### config.mk
export PLATFORM = sky130hd
export DESIGN_NAME = piecewise_linear_color_mapper_top
export DESIGN_NICKNAME = d
export VERILOG_FILES = /design/src/hdl/plcm_pkg.sv /design/src/hdl/piecewise_linear_color_mapper_top.sv
export SDC_FILE = /design/constraint.sdc
export NUM_CORES = 2
export LEC_CHECK = 0
export ABC_AREA = 1
export BUFFER_PORTS_ARGS = -buffer_cell sky130_fd_sc_hd__buf_2
export CAP_MARGIN = 20
export CORE_MARGIN = 3
export CORE_UTILIZATION = 28
export CTS_CLUSTER_SIZE = 12
export DETAILED_ROUTE_END_ITERATION = 6
export MAX_ROUTING_LAYER = met4
export PLACE_DENSITY = 0.51
export SYNTH_ARGS = -nofsm -noshare
export SYNTH_HDL_FRONTEND = slang
export SYNTH_SLANG_ARGS = --single-unit
export TNS_END_PERCENT = 100
### constraint.sdc
create_clock -name clk -period 23.4 [get_ports clk]
set_input_delay 2.34 -clock clk [delete_from_list [all_inputs] [get_ports clk]]
set_output_delay 2.34 -clock clk [all_outputs]
set_load 0.01 [all_outputs]
### src/hdl/plcm_pkg.sv
`timescale 1ns / 1ps
// Types and constants shared by the piecewise-linear color mapper.
// No dependencies.
package plcm_pkg;

    localparam int DIV_W = 42;
    localparam int DEN_W = 33;
    localparam logic [7:0] RGB_FULL = 8'd255;

    typedef enum logic [1:0] {
        MODE_SCAN = 2'd0,
        MODE_MAP  = 2'd1,
        MODE_LOAD = 2'd2,
        MODE_IDLE = 2'd3
    } mode_t;

    typedef enum logic [1:0] {
        CFG_RESOLUTION  = 2'd0,
        CFG_MODULUS     = 2'd1,
        CFG_POINT_COUNT = 2'd2,
        CFG_NONE        = 2'd3
    } cfg_index_t;

    typedef struct packed {
        logic [1:0]         mode;
        logic signed [31:0] sample;
        logic               sample_finite;
        logic               frame_start;
        logic [3:0]         entry_index;
        logic [7:0]         entry_red;
        logic [7:0]         entry_green;
        logic [7:0]         entry_blue;
    } in_word_t;

    typedef struct packed {
        logic [7:0] red;
        logic [7:0] green;
        logic [7:0] blue;
        logic       no_depth;
    } out_word_t;

    function automatic logic [DIV_W-1:0] mag42(input logic signed [DIV_W-1:0] a);
        mag42 = a[DIV_W-1] ? DIV_W'(-a) : DIV_W'(a);
    endfunction

endpackage

### src/hdl/piecewise_linear_color_mapper_top.sv
`timescale 1ns / 1ps
// Piecewise-linear color mapper: sequencer, shared floor divider, palette memory.
// Depends on plcm_pkg.
//
// Scan and load words are taken in the idle state without stalling the input.
// A map word runs up to nine floor divisions, in order, on one shared
// radix-2 divider (42 quotient bits, then a sign fix and a sequencing step).
// Palette reads pass through ST_RD0, ST_NXT and ST_RD1, and each channel
// handoff passes through ST_RD1 again. A word past the last segment skips
// the channel divisions, and a range with no depth ends after the span or
// segment-length division. The input stalls for the whole of a map word; a
// finished result waits in the output register while the next word is taken.
module piecewise_linear_color_mapper_top #(
    parameter int MAX_POINTS = 16
) (
    input  logic                clk,
    input  logic                rst_n,
    input  logic                in_valid,
    output logic                in_stall,
    input  plcm_pkg::in_word_t  in_word,
    output logic                out_valid,
    input  logic                out_stall,
    output plcm_pkg::out_word_t out_word,
    input  logic                cfg_valid,
    output logic                cfg_ready,
    input  logic [1:0]          cfg_index,
    input  logic [30:0]         cfg_data
);
    import plcm_pkg::*;

    localparam int AW = (MAX_POINTS > 1) ? $clog2(MAX_POINTS) : 1;

    typedef enum logic [2:0] {
        ST_IDLE, ST_DIV, ST_FIX, ST_POST, ST_RD0, ST_NXT, ST_RD1, ST_DONE
    } state_t;

    typedef enum logic [2:0] {
        SP_MOD, SP_LO, SP_HI, SP_SEGLEN, SP_VAL, SP_SEG, SP_CH
    } step_t;

    state_t state_reg;
    step_t  step_reg;

    logic [30:0] resolution_reg, modulus_reg;
    logic [4:0]  point_count_reg;
    logic signed [31:0] rmin_reg, rmax_reg;

    logic [DEN_W-1:0]   dv_rem_reg, dv_den_reg;
    logic [DIV_W-1:0]   dv_quo_reg;
    logic               dv_neg_reg;
    logic [5:0]         dv_cnt_reg;
    logic signed [DIV_W:0] fq_reg;
    logic [DEN_W-1:0]   fr_reg;

    logic signed [31:0] v_reg, hi_reg;
    logic [30:0]        res_reg;
    logic [4:0]         segs_reg;
    logic signed [33:0] minq_reg;
    logic [32:0]        span_reg, seglen_reg;
    logic [37:0]        rs_reg;
    logic [AW-1:0]      seg_addr_reg;
    logic               seg_hit_reg;
    logic [23:0]        base_reg, nxt_reg;
    logic [1:0]         ch_reg;
    logic [7:0]         col_reg [3];
    logic               nd_reg;
    out_word_t          out_reg;
    logic               out_valid_reg;

    logic [23:0] pal_mem [MAX_POINTS];
    logic [23:0] pal_rd_reg;
    logic [AW-1:0] rd_addr;

    logic [DEN_W:0]   rem_sh;
    logic             rem_ge;
    logic signed [DIV_W:0] span_w, val_w;
    logic [4:0]       n_sat;
    logic             seg_lt;
    logic signed [8:0] len_w;
    logic signed [47:0] prod_w;
    logic signed [9:0] c_w;
    logic [9:0]        c_abs;
    logic             pal_wr;

    assign in_stall  = (state_reg != ST_IDLE);
    assign out_valid = out_valid_reg;
    assign out_word  = out_reg;
    assign cfg_ready = 1'b1;

    assign rem_sh = {dv_rem_reg, dv_quo_reg[DIV_W-1]};
    assign rem_ge = (rem_sh >= {1'b0, dv_den_reg});
    assign span_w = fq_reg - (DIV_W+1)'(minq_reg);
    assign val_w  = fq_reg - (DIV_W+1)'(minq_reg);
    assign seg_lt = ($unsigned(fq_reg) < (DIV_W+1)'(segs_reg));

    always_comb
    begin
        if (point_count_reg < 5'd2)
            n_sat = 5'd2;
        else if (32'(point_count_reg) > 32'(MAX_POINTS))
            n_sat = 5'(MAX_POINTS);
        else
            n_sat = point_count_reg;
    end

    always_comb
    begin
        unique case (ch_reg)
            2'd0:    len_w = $signed({1'b0, nxt_reg[23:16]}) - $signed({1'b0, base_reg[23:16]});
            2'd1:    len_w = $signed({1'b0, nxt_reg[15:8]}) - $signed({1'b0, base_reg[15:8]});
            default: len_w = $signed({1'b0, nxt_reg[7:0]}) - $signed({1'b0, base_reg[7:0]});
        endcase
        prod_w = $signed({10'd0, rs_reg}) * 48'(len_w);
        unique case (ch_reg)
            2'd0:    c_w = $signed({2'b0, base_reg[23:16]}) + 10'(fq_reg);
            2'd1:    c_w = $signed({2'b0, base_reg[15:8]}) + 10'(fq_reg);
            default: c_w = $signed({2'b0, base_reg[7:0]}) + 10'(fq_reg);
        endcase
        c_abs = c_w[9] ? 10'(-c_w) : 10'(c_w);
    end

    always_comb
    begin
        priority if (state_reg == ST_POST && step_reg == SP_SEG)
            rd_addr = seg_lt ? AW'(fq_reg) : AW'(segs_reg);
        else if (state_reg == ST_RD0)
            rd_addr = seg_addr_reg + AW'(1);
        else
            rd_addr = '0;
    end

    assign pal_wr = (state_reg == ST_IDLE) && in_valid && (in_word.mode == MODE_LOAD)
                    && (32'(in_word.entry_index) < 32'(MAX_POINTS));

    always_ff @(posedge clk)
    begin
        if (pal_wr)
            pal_mem[AW'(in_word.entry_index)] <= {in_word.entry_red, in_word.entry_green,
                                                  in_word.entry_blue};
        pal_rd_reg <= pal_mem[rd_addr];
    end

    always_ff @(posedge clk or negedge rst_n)
    begin
        if (!rst_n)
        begin
            state_reg       <= ST_IDLE;
            step_reg        <= SP_MOD;
            resolution_reg  <= 31'd655;
            modulus_reg     <= '0;
            point_count_reg <= 5'd4;
            rmin_reg        <= '0;
            rmax_reg        <= '0;
            dv_rem_reg      <= '0;
            dv_den_reg      <= '0;
            dv_quo_reg      <= '0;
            dv_neg_reg      <= 1'b0;
            dv_cnt_reg      <= '0;
            fq_reg          <= '0;
            fr_reg          <= '0;
            v_reg           <= '0;
            hi_reg          <= '0;
            res_reg         <= '0;
            segs_reg        <= '0;
            minq_reg        <= '0;
            span_reg        <= '0;
            seglen_reg      <= '0;
            rs_reg          <= '0;
            seg_addr_reg    <= '0;
            seg_hit_reg     <= 1'b0;
            base_reg        <= '0;
            nxt_reg         <= '0;
            ch_reg          <= '0;
            col_reg         <= '{default: '0};
            nd_reg          <= 1'b0;
            out_reg         <= '0;
            out_valid_reg   <= 1'b0;
        end
        else
        begin
            if (out_valid_reg && !out_stall && state_reg != ST_DONE)
                out_valid_reg <= 1'b0;

            if (cfg_valid)
            begin
                unique case (cfg_index_t'(cfg_index))
                    CFG_RESOLUTION:  resolution_reg  <= cfg_data;
                    CFG_MODULUS:     modulus_reg     <= cfg_data;
                    CFG_POINT_COUNT: point_count_reg <= cfg_data[4:0];
                    default:         ;
                endcase
            end

            unique case (state_reg)
                ST_IDLE:
                begin
                    if (in_valid && in_word.mode == MODE_SCAN)
                    begin
                        if (in_word.sample_finite)
                        begin
                            if (in_word.frame_start)
                            begin
                                rmax_reg <= (in_word.sample > 0) ? in_word.sample : '0;
                                rmin_reg <= (in_word.sample < 0) ? in_word.sample : '0;
                            end
                            else
                            begin
                                if (in_word.sample > rmax_reg)
                                    rmax_reg <= in_word.sample;
                                if (in_word.sample < rmin_reg)
                                    rmin_reg <= in_word.sample;
                            end
                        end
                        else if (in_word.frame_start)
                        begin
                            rmax_reg <= '0;
                            rmin_reg <= '0;
                        end
                    end
                    else if (in_valid && in_word.mode == MODE_MAP)
                    begin
                        res_reg    <= (resolution_reg == '0) ? 31'd1 : resolution_reg;
                        segs_reg   <= n_sat - 5'd1;
                        dv_rem_reg <= '0;
                        dv_cnt_reg <= 6'(DIV_W - 1);
                        state_reg  <= ST_DIV;
                        if (modulus_reg != '0)
                        begin
                            v_reg      <= in_word.sample_finite ? in_word.sample : '0;
                            hi_reg     <= $signed({1'b0, modulus_reg});
                            dv_quo_reg <= mag42(in_word.sample_finite ?
                                                DIV_W'(in_word.sample) : '0);
                            dv_neg_reg <= in_word.sample_finite && in_word.sample[31];
                            dv_den_reg <= DEN_W'(modulus_reg);
                            step_reg   <= SP_MOD;
                        end
                        else
                        begin
                            v_reg      <= in_word.sample_finite ? in_word.sample : '0;
                            hi_reg     <= rmax_reg;
                            dv_quo_reg <= mag42(DIV_W'(rmin_reg));
                            dv_neg_reg <= rmin_reg[31];
                            dv_den_reg <= DEN_W'((resolution_reg == '0) ? 31'd1
                                                                        : resolution_reg);
                            step_reg   <= SP_LO;
                        end
                    end
                end

                ST_DIV:
                begin
                    dv_rem_reg <= rem_ge ? DEN_W'(rem_sh - {1'b0, dv_den_reg})
                                         : rem_sh[DEN_W-1:0];
                    dv_quo_reg <= {dv_quo_reg[DIV_W-2:0], rem_ge};
                    dv_cnt_reg <= dv_cnt_reg - 6'd1;
                    if (dv_cnt_reg == '0)
                        state_reg <= ST_FIX;
                end

                ST_FIX:
                begin
                    if (dv_neg_reg && dv_rem_reg != '0)
                    begin
                        fq_reg <= -$signed({1'b0, dv_quo_reg}) - 1;
                        fr_reg <= dv_den_reg - dv_rem_reg;
                    end
                    else
                    begin
                        fq_reg <= dv_neg_reg ? -$signed({1'b0, dv_quo_reg})
                                             : $signed({1'b0, dv_quo_reg});
                        fr_reg <= dv_rem_reg;
                    end
                    state_reg <= ST_POST;
                end

                ST_POST:
                begin
                    dv_rem_reg <= '0;
                    dv_cnt_reg <= 6'(DIV_W - 1);
                    unique case (step_reg)
                        SP_MOD:
                        begin
                            v_reg      <= $signed(32'(fr_reg));
                            dv_quo_reg <= '0;
                            dv_neg_reg <= 1'b0;
                            dv_den_reg <= DEN_W'(res_reg);
                            step_reg   <= SP_LO;
                            state_reg  <= ST_DIV;
                        end
                        SP_LO:
                        begin
                            minq_reg   <= 34'(fq_reg);
                            dv_quo_reg <= mag42(DIV_W'(hi_reg));
                            dv_neg_reg <= hi_reg[31];
                            dv_den_reg <= DEN_W'(res_reg);
                            step_reg   <= SP_HI;
                            state_reg  <= ST_DIV;
                        end
                        SP_HI:
                        begin
                            span_reg   <= 33'(span_w);
                            dv_quo_reg <= DIV_W'(span_w);
                            dv_neg_reg <= 1'b0;
                            dv_den_reg <= DEN_W'(segs_reg);
                            step_reg   <= SP_SEGLEN;
                            if (span_w <= 0)
                            begin
                                nd_reg    <= 1'b1;
                                col_reg   <= '{default: '0};
                                state_reg <= ST_DONE;
                            end
                            else
                                state_reg <= ST_DIV;
                        end
                        SP_SEGLEN:
                        begin
                            seglen_reg <= 33'(fq_reg);
                            dv_quo_reg <= mag42(DIV_W'(v_reg));
                            dv_neg_reg <= v_reg[31];
                            dv_den_reg <= DEN_W'(res_reg);
                            step_reg   <= SP_VAL;
                            if (fq_reg == '0)
                            begin
                                nd_reg    <= 1'b1;
                                col_reg   <= '{default: '0};
                                state_reg <= ST_DONE;
                            end
                            else
                                state_reg <= ST_DIV;
                        end
                        SP_VAL:
                        begin
                            dv_neg_reg <= 1'b0;
                            dv_den_reg <= seglen_reg;
                            priority if (val_w < 0)
                                dv_quo_reg <= '0;
                            else if (val_w > (DIV_W+1)'(span_reg))
                                dv_quo_reg <= DIV_W'(span_reg);
                            else
                                dv_quo_reg <= DIV_W'(val_w);
                            step_reg  <= SP_SEG;
                            state_reg <= ST_DIV;
                        end
                        SP_SEG:
                        begin
                            seg_hit_reg  <= seg_lt;
                            seg_addr_reg <= rd_addr;
                            rs_reg       <= 38'(fr_reg) * 38'(segs_reg);
                            state_reg    <= ST_RD0;
                        end
                        default:
                        begin
                            col_reg[ch_reg] <= (c_abs > 10'(RGB_FULL)) ? RGB_FULL : c_abs[7:0];
                            dv_quo_reg      <= '0;
                            dv_neg_reg      <= 1'b0;
                            dv_den_reg      <= span_reg;
                            if (ch_reg == 2'd2)
                            begin
                                nd_reg    <= 1'b0;
                                state_reg <= ST_DONE;
                            end
                            else
                            begin
                                ch_reg    <= ch_reg + 2'd1;
                                state_reg <= ST_RD1;
                            end
                        end
                    endcase
                end

                ST_RD0:
                begin
                    base_reg  <= pal_rd_reg;
                    ch_reg    <= '0;
                    state_reg <= ST_NXT;
                end

                ST_NXT:
                begin
                    nxt_reg   <= pal_rd_reg;
                    state_reg <= ST_RD1;
                end

                ST_RD1:
                begin
                    if (!seg_hit_reg)
                    begin
                        col_reg[0] <= base_reg[23:16];
                        col_reg[1] <= base_reg[15:8];
                        col_reg[2] <= base_reg[7:0];
                        nd_reg     <= 1'b0;
                        state_reg  <= ST_DONE;
                    end
                    else
                    begin
                        step_reg   <= SP_CH;
                        state_reg  <= ST_DIV;
                        dv_rem_reg <= '0;
                        dv_cnt_reg <= 6'(DIV_W - 1);
                        dv_den_reg <= span_reg;
                        dv_quo_reg <= mag42(DIV_W'(prod_w));
                        dv_neg_reg <= prod_w[47];
                    end
                end

                default:
                begin
                    if (!out_valid_reg || !out_stall)
                    begin
                        out_reg       <= '{red: col_reg[0], green: col_reg[1],
                                           blue: col_reg[2], no_depth: nd_reg};
                        out_valid_reg <= 1'b1;
                        state_reg     <= ST_IDLE;
                    end
                end
            endcase
        end
    end

    assert property (@(posedge clk) disable iff (!rst_n)
        state_reg == ST_DIV |-> dv_den_reg != '0)
        else $error("divider running with zero divisor");

    assert property (@(posedge clk) disable iff (!rst_n)
        state_reg == ST_DIV |-> {1'b0, dv_rem_reg} < {1'b0, dv_den_reg})
        else $error("partial remainder out of range");

    assert property (@(posedge clk) disable iff (!rst_n)
        (state_reg == ST_POST && step_reg == SP_CH) |-> span_reg != '0)
        else $error("channel interpolation with zero span");

    assert property (@(posedge clk) disable iff (!rst_n)
        (in_valid && !in_stall && in_word.mode == MODE_MAP) |=> state_reg == ST_DIV)
        else $error("map word did not start the divider");

endmodule
# Word level (Yosys, flattened, before mapping)
# Memory sizes are Yosys's and may differ from the RTL's. A register that Yosys moved wholly into a read port is not among the register bits.
# Cells that the tools add are included.
classes:
  addsub: 21
  n_mul: 2
  magnitude_cmp: 14
  n_eq_ne: 32
  n_mux: 102
  n_bitwise: 3
  n_reduce_logical: 58
op_table:
  columns: ["operator", "n"]
  rows:
  - ["42-bit two-way mux", 12]
  - ["32-bit two-way mux", 14]
  - ["33-bit two-way mux", 8]
  - ["33-bit one-hot mux with 4 select lines", 2]
  - ["42-bit one-hot mux with 5 select lines", 1]
  - ["42-bit one-hot mux with 4 select lines", 1]
  - ["32-bit negator with 42-bit output", 3]
  - ["33-bit one-hot mux with 3 select lines", 1]
  - ["31-bit two-way mux", 3]
  - ["43-bit two-way mux", 2]
  - ["42-bit negator", 2]
  - ["24-bit two-way mux", 3]
  - ["24-bit one-hot mux with 3 select lines", 1]
  - ["33-bit subtractor", 2]
  - ["32-bit one-hot mux with 2 select lines", 1]
  - ["39-bit by 9-bit multiplier with 48-bit output", 1]
  - ["24-bit one-hot mux with 2 select lines", 1]
  - ["43-bit by 33-bit greater-than comparator with 1-bit output", 1]
  - ["43-bit by 1-bit less-or-equal comparator with 1-bit output, second input constant", 1]
  - ["43-bit zero test", 1]
  - ["43-bit by 1-bit less-than comparator with 1-bit output, second input constant", 1]
  - ["43-bit by 5-bit less-than comparator with 1-bit output", 1]
  - ["42-bit negator with 43-bit output", 1]
  - ["43-bit by 2-bit subtractor with 43-bit output, second input constant", 1]
  - ["other kinds (73)", 167]
totals:
  register_bits: 672
  ramBits: 384
  in_bits: 102
  output_inout_bits: 28
  elab_cells: 269
  memories: 1
memory_table:
  columns: ["name", "depth", "width", "read_ports", "rd_ports_with_merged_regs", "wr", "line", "rtl"]
  rows:
  - ["pal_mem", 16, 24, 1, 1, 1, "piecewise_linear_color_mapper_top.sv:70", "logic [23:0] pal_mem [MAX_POINTS];"]

# Longest topological paths before layout
logic_depth:
  word_depth: 9
  depth_mapped: 52
  ltp_nobuf: 50

# Worst setup path after synthesis
# Ideal clock, no wire load.
synth_path:
  path_kind: "register -> register"
  from: "reg base_reg[9]"
  to: "reg dv_quo_reg[40]"
  setup_ns: 0.116
  arrival_time_ns: 7.306
  required_time_ns: 23.284
  slack_ns: 15.977
  stages_incl_launch_ff: 46
  n_path_buf: 2
  period_less_slack_ns: 7.423
  cell_sequence: "dfrtp_1 -> inv_1 -> ha_1 -> a21oi_1 -> nor2_1 -> o21ai_0 -> nand2_1 -> a21oi_1 -> or2_2 -> nand2_1 -> a21oi_1 -> xor2_1 -> o22ai_1 -> o21bai_1 -> buf_2 -> buf_1 -> nand2_1 -> fa_1 -> (+10 left out) -> nand2_1 -> nand2_1 -> nand2_1 -> nand2_2 -> nor2_2 -> nand2_1 -> nor2_1 -> nand3_2 -> nor2_2 -> nand3_1 -> nor2_1 -> nand3_1 -> nand2_1 -> nand2_1 -> nand3_1 -> nand2_1 -> nand2_1 -> nand2_1"
synth_between:
  elab_chain_len: 7
synth_lines:
  columns: ["item", "line", "rtl"]
  rows:
  - ["start: declaration", "piecewise_linear_color_mapper_top.sv:63", "logic [23:0] base_reg, nxt_reg;"]
  - ["start signal: assignment", "piecewise_linear_color_mapper_top.sv:373", "base_reg <= pal_rd_reg;"]
  - ["8-bit by 8-bit subtractor with 9-bit output *", "piecewise_linear_color_mapper_top.sv:110", "2'd1: len_w = $signed({1'b0, nxt_reg[15:8]}) - $signed({1'b0, base_reg[15:8]});"]
  - ["9-bit one-hot mux with 2 select lines *", "piecewise_linear_color_mapper_top.sv:108", "unique case (ch_reg)"]
  - ["39-bit by 9-bit multiplier with 48-bit output *", "piecewise_linear_color_mapper_top.sv:113", "prod_w = $signed({10'd0, rs_reg}) * 48'(len_w);"]
  - ["42-bit negator", "plcm_pkg.sv:43", "mag42 = a[DIV_W-1] ? DIV_W'(-a) : DIV_W'(a);"]
  - ["42-bit two-way mux *", "plcm_pkg.sv:43", null]
  - ["42-bit two-way mux *", "piecewise_linear_color_mapper_top.sv:386", "if (!seg_hit_reg)"]
  - ["42-bit one-hot mux with 4 select lines *", "piecewise_linear_color_mapper_top.sv:194", "unique case (state_reg)"]
  - ["end signal: assignment", "piecewise_linear_color_mapper_top.sv:231", "dv_quo_reg <= mag42(in_word.sample_finite ?"]
  - ["end signal: assignment", "piecewise_linear_color_mapper_top.sv:241", "dv_quo_reg <= mag42(DIV_W'(rmin_reg));"]
  - ["end signal: assignment", "piecewise_linear_color_mapper_top.sv:401", "dv_quo_reg <= mag42(DIV_W'(prod_w));"]
  - ["end: declaration", "piecewise_linear_color_mapper_top.sv:49", "logic [DIV_W-1:0] dv_quo_reg;"]
# Every way passes the cells marked *; elsewhere a longest branch is shown, timed or not. The select of a mux whose other input is x is not followed.
# A chain may end at the register's enable or synchronous reset.

# Worst setup path after layout
layout_path:
  from: "reg base_reg[16]"
  to: "reg dv_quo_reg[40]"
layout_between:
  elab_chain_len: 7
layout_lines:
  columns: ["item", "line", "rtl"]
  rows:
  - ["8-bit by 8-bit subtractor with 9-bit output *", "piecewise_linear_color_mapper_top.sv:109", "2'd0: len_w = $signed({1'b0, nxt_reg[23:16]}) - $signed({1'b0, base_reg[23:16]});"]
  - ["9-bit one-hot mux with 2 select lines *", "piecewise_linear_color_mapper_top.sv:108", null]
  - ["39-bit by 9-bit multiplier with 48-bit output *", "piecewise_linear_color_mapper_top.sv:113", null]
  - ["42-bit negator", "plcm_pkg.sv:43", null]
  - ["42-bit two-way mux *", "plcm_pkg.sv:43", null]
  - ["42-bit two-way mux *", "piecewise_linear_color_mapper_top.sv:386", null]
  - ["42-bit one-hot mux with 4 select lines *", "piecewise_linear_color_mapper_top.sv:194", null]
# Marked as above.

==> metrics.yaml <==
drt:
  vias_per_cell: 5.00
  drc_errors: 0
  vias: 73400
  wl_per_cell_um: 21.9
  dr.pass1.iters: 6
  ant_nets: 0
  drt-total-wl_um: 321000
  drtIter0Drc: 7639
synthesis:
  synth_compound_area_frac: 0.140
  ys.flop_type: "dfrtp_1"
  ys_seq_elements: 1080
  syn_inst: 10700
  synth_edf_count: 384
  post_synth_xor_area_fraction: 0.0179
  synth_top_family_by_area: "simple AND/OR/NAND/NOR gates"
  ys_warn_count: 0
  synthAdderAreaFrac: 0.148
  synth_seq_area_share: 0.349
  syn_avg_cell_area_um2: 7.70
  syn_area_um2: 82700
  ys_types: 84
  muxShareOfSynthArea: 0.00341
  syn_nets: 11600
  synthArstFlopShare: 0.622
  yosys.area_share.simple: 0.243
worst_setup_path:
  crit_fanout: 27
  cp.depth: 45
  worst-endpoint-required_ns: 24.09
  cpPeakStageDelay_ns: 0.58
  crit_slowest_cell: "inv_1"
  r2r_setup_slack_ns: 14.67
  endpoint_kind: "flop"
  cpMostUsedCell: "nand2_1"
  cp-start-kind: "flop"
  critical_path.top_delay_family: "adder cells"
  rr_startpoint: "base_reg[16]"
  setup.worst_path.class: "reg2reg"
  rr_worst_depth: 45
  crit_buf_inv: 8
  rr_endpoint: "dv_quo_reg[40]"
  arrival_ns: 9.42
hold_path:
  hold_start: "pal_rd_reg[16]"
  worstHoldEndpoint: "base_reg[16]"
  hp-class: "reg2reg"
  whs_path_depth: 2
status:
  status: "completed"
clocking:
  ctsHtreeMaxLevel: 4
  clk_latency_ns: 0.86
  cts_tree: "built"
  root_buffer: "clkbuf_16"
  hold_buffers: 0
  ctsResizeCount: 0
  cts_max_path_buffers: 4
  clk_pin_slew_ns: 0.06
  post-cts-setup-buffers: 0
  cts_inserted_buffers: 138
  cts.sinks: 1080
grt:
  antenna_found_initial: 20
  grt_first_pass_wirelength_um: 473000
  track_usage: 0.213
  overflow: 0
  grt_max_degree: 168
  first_global_vias: 69100
sta:
  min_period_ns: 8.73
  hold_violations: 0
  min_period_over_period: 0.373
  rsz0062_at_grt: "no"
  fin_skew_ns: 0.102
  max_freq_mhz: 115
  slew_viol_final: 0
  whs_ns: 0.460
  tns_ns: 0
  worst_pin_slew_ns: 1.10
  setup_viol: 0
  relSlewSlack: 0.267
floorplanning:
  die_y_um: 549
  rows: 198
  num_io_pins: 130
  die_w_um: 549
  dieArea_um2: 302000
  core_area_um2: 292000
  initial_core_util: 0.283
layout:
  drive_gt1_frac: 0.0874
  layout_common_cells: "nand2_1 (2633), inv_1 (1680), o21ai_0 (806)"
  nFillCells: 31700
  stdcell_count: 14700
  largest_reg_flops: 384
  final_common_cell: "nand2_1"
  ff_latch_area_um2: 28800
  stdcell_area_um2: 92000
  synthToLayoutAreaGrowth_pct: 11.3
  multiInputGateArea_um2: 45900
  fin_nets: 11500
placed_design:
  dp_cells: 14400
  io_buffers: 128
  gp_congestion: 0.991
  dp_hpwl_um: 244000
  placed_area_um2: 87600
run:
  cap_violations: 0
==> worst register-to-register path, delay by kind of cell, from the launching register on <==
kind,cells,cell delay [ns]
AND/OR/NAND/NOR,26,3.20
flip-flops,1,0.43
AO/OA/AOI/OAI,3,0.29
buffers and inverters,8,1.17
adder cells (fa/ha/maj),8,3.56
==> synthesized netlist by cell type (32+ instances only) <==
cell type  instances  area [µm²]
nor2_1           607        2280
buf_2             55         275
o211ai_1         270        2030
nor3_1           103         515
nor2_2            36         225
xor2_1            88         771
a21oi_1          526        2630
o22ai_1           40         250
a31oi_1           49         307
a221oi_1          32         280
nand3b_1          39         293
nand3_1          578        2890
a22oi_1           74         556
or2_2            254        1590
buf_1             52         195
fa_1             353        7070
dfrtp_1          665       16600
o21ai_0          807        4040
nor4_1            64         400
inv_1           1683        6320
xnor2_1           54         473
clkbuf_1         324        1220
ha_1             414        5180
nand4_1          165        1030
edfxtp_1         384       11500
nand2_1         2642        9920
==> per-layer routing <==
metal / up-vias / part of all wire / GRT usage
li1: 35000 / - / -
met1: 35600 / 0.47 / 0.305
met2: 2372 / 0.43 / 0.315
met3: 416 / 0.063 / 0.0244
met4: 0 / 0.035 / 0.0666
met5: - / 0 / -
==> stage by stage <==
| stage | utilization | setup WS, ns |
|---|---|---|
| 2_1_floorplan | - | 15.98 |
| 3_3_place_gp | 0.300 | 14.70 |
| 3_5_place_dp | 0.300 | 14.65 |
| 4_1_cts | 0.315 | 14.65 |
| 5_1_grt | 0.315 | 13.87 |
| 6_report | 0.315 | 14.67 |
==> area by class of cell <==
class	instances	share of cell area
multi-input combinational	7510	0.499
sequential	1080	0.314
inverter	1710	0.0699
tap	3900	0.0531
clock buffer	199	0.0429
timing repair buffer	238	0.0165
clock inverter	35	0.00435
antenna	11	0.000299
==> worst max path at each step <==
| stage | startpoint | slack [ns] | endpoint |
|---|---|---|---|
| after global placement | nxt_reg[16] | 14.70 | dv_quo_reg[40] |
| after detailed placement | nxt_reg[16] | 14.65 | dv_quo_reg[40] |
| after global routing | nxt_reg[16] | 13.87 | dv_quo_reg[38] |
| after CTS | nxt_reg[16] | 14.65 | dv_quo_reg[40] |
| after floorplan | base_reg[9] | 15.98 | dv_quo_reg[40] |
| final | base_reg[16] | 14.67 | dv_quo_reg[40] |
==> cell families (layout without fill, tap and decap cells) <==
group | after synthesis | after routing
adders and majority gates | 767 | 767
buffers and inverters | 2153 | 2182
and+or+nand+nor | 4580 | 4580
AOI/OAI and AO/OA | 1981 | 1981
muxes | 25 | 25
other | 1 | 12
DFF | 1080 | 1080
xor gates and xnor gates | 156 | 156
Power is left out: the tool's default activity adds up to more than one toggle a clock period on the data nets, which glitch-free logic cannot reach.
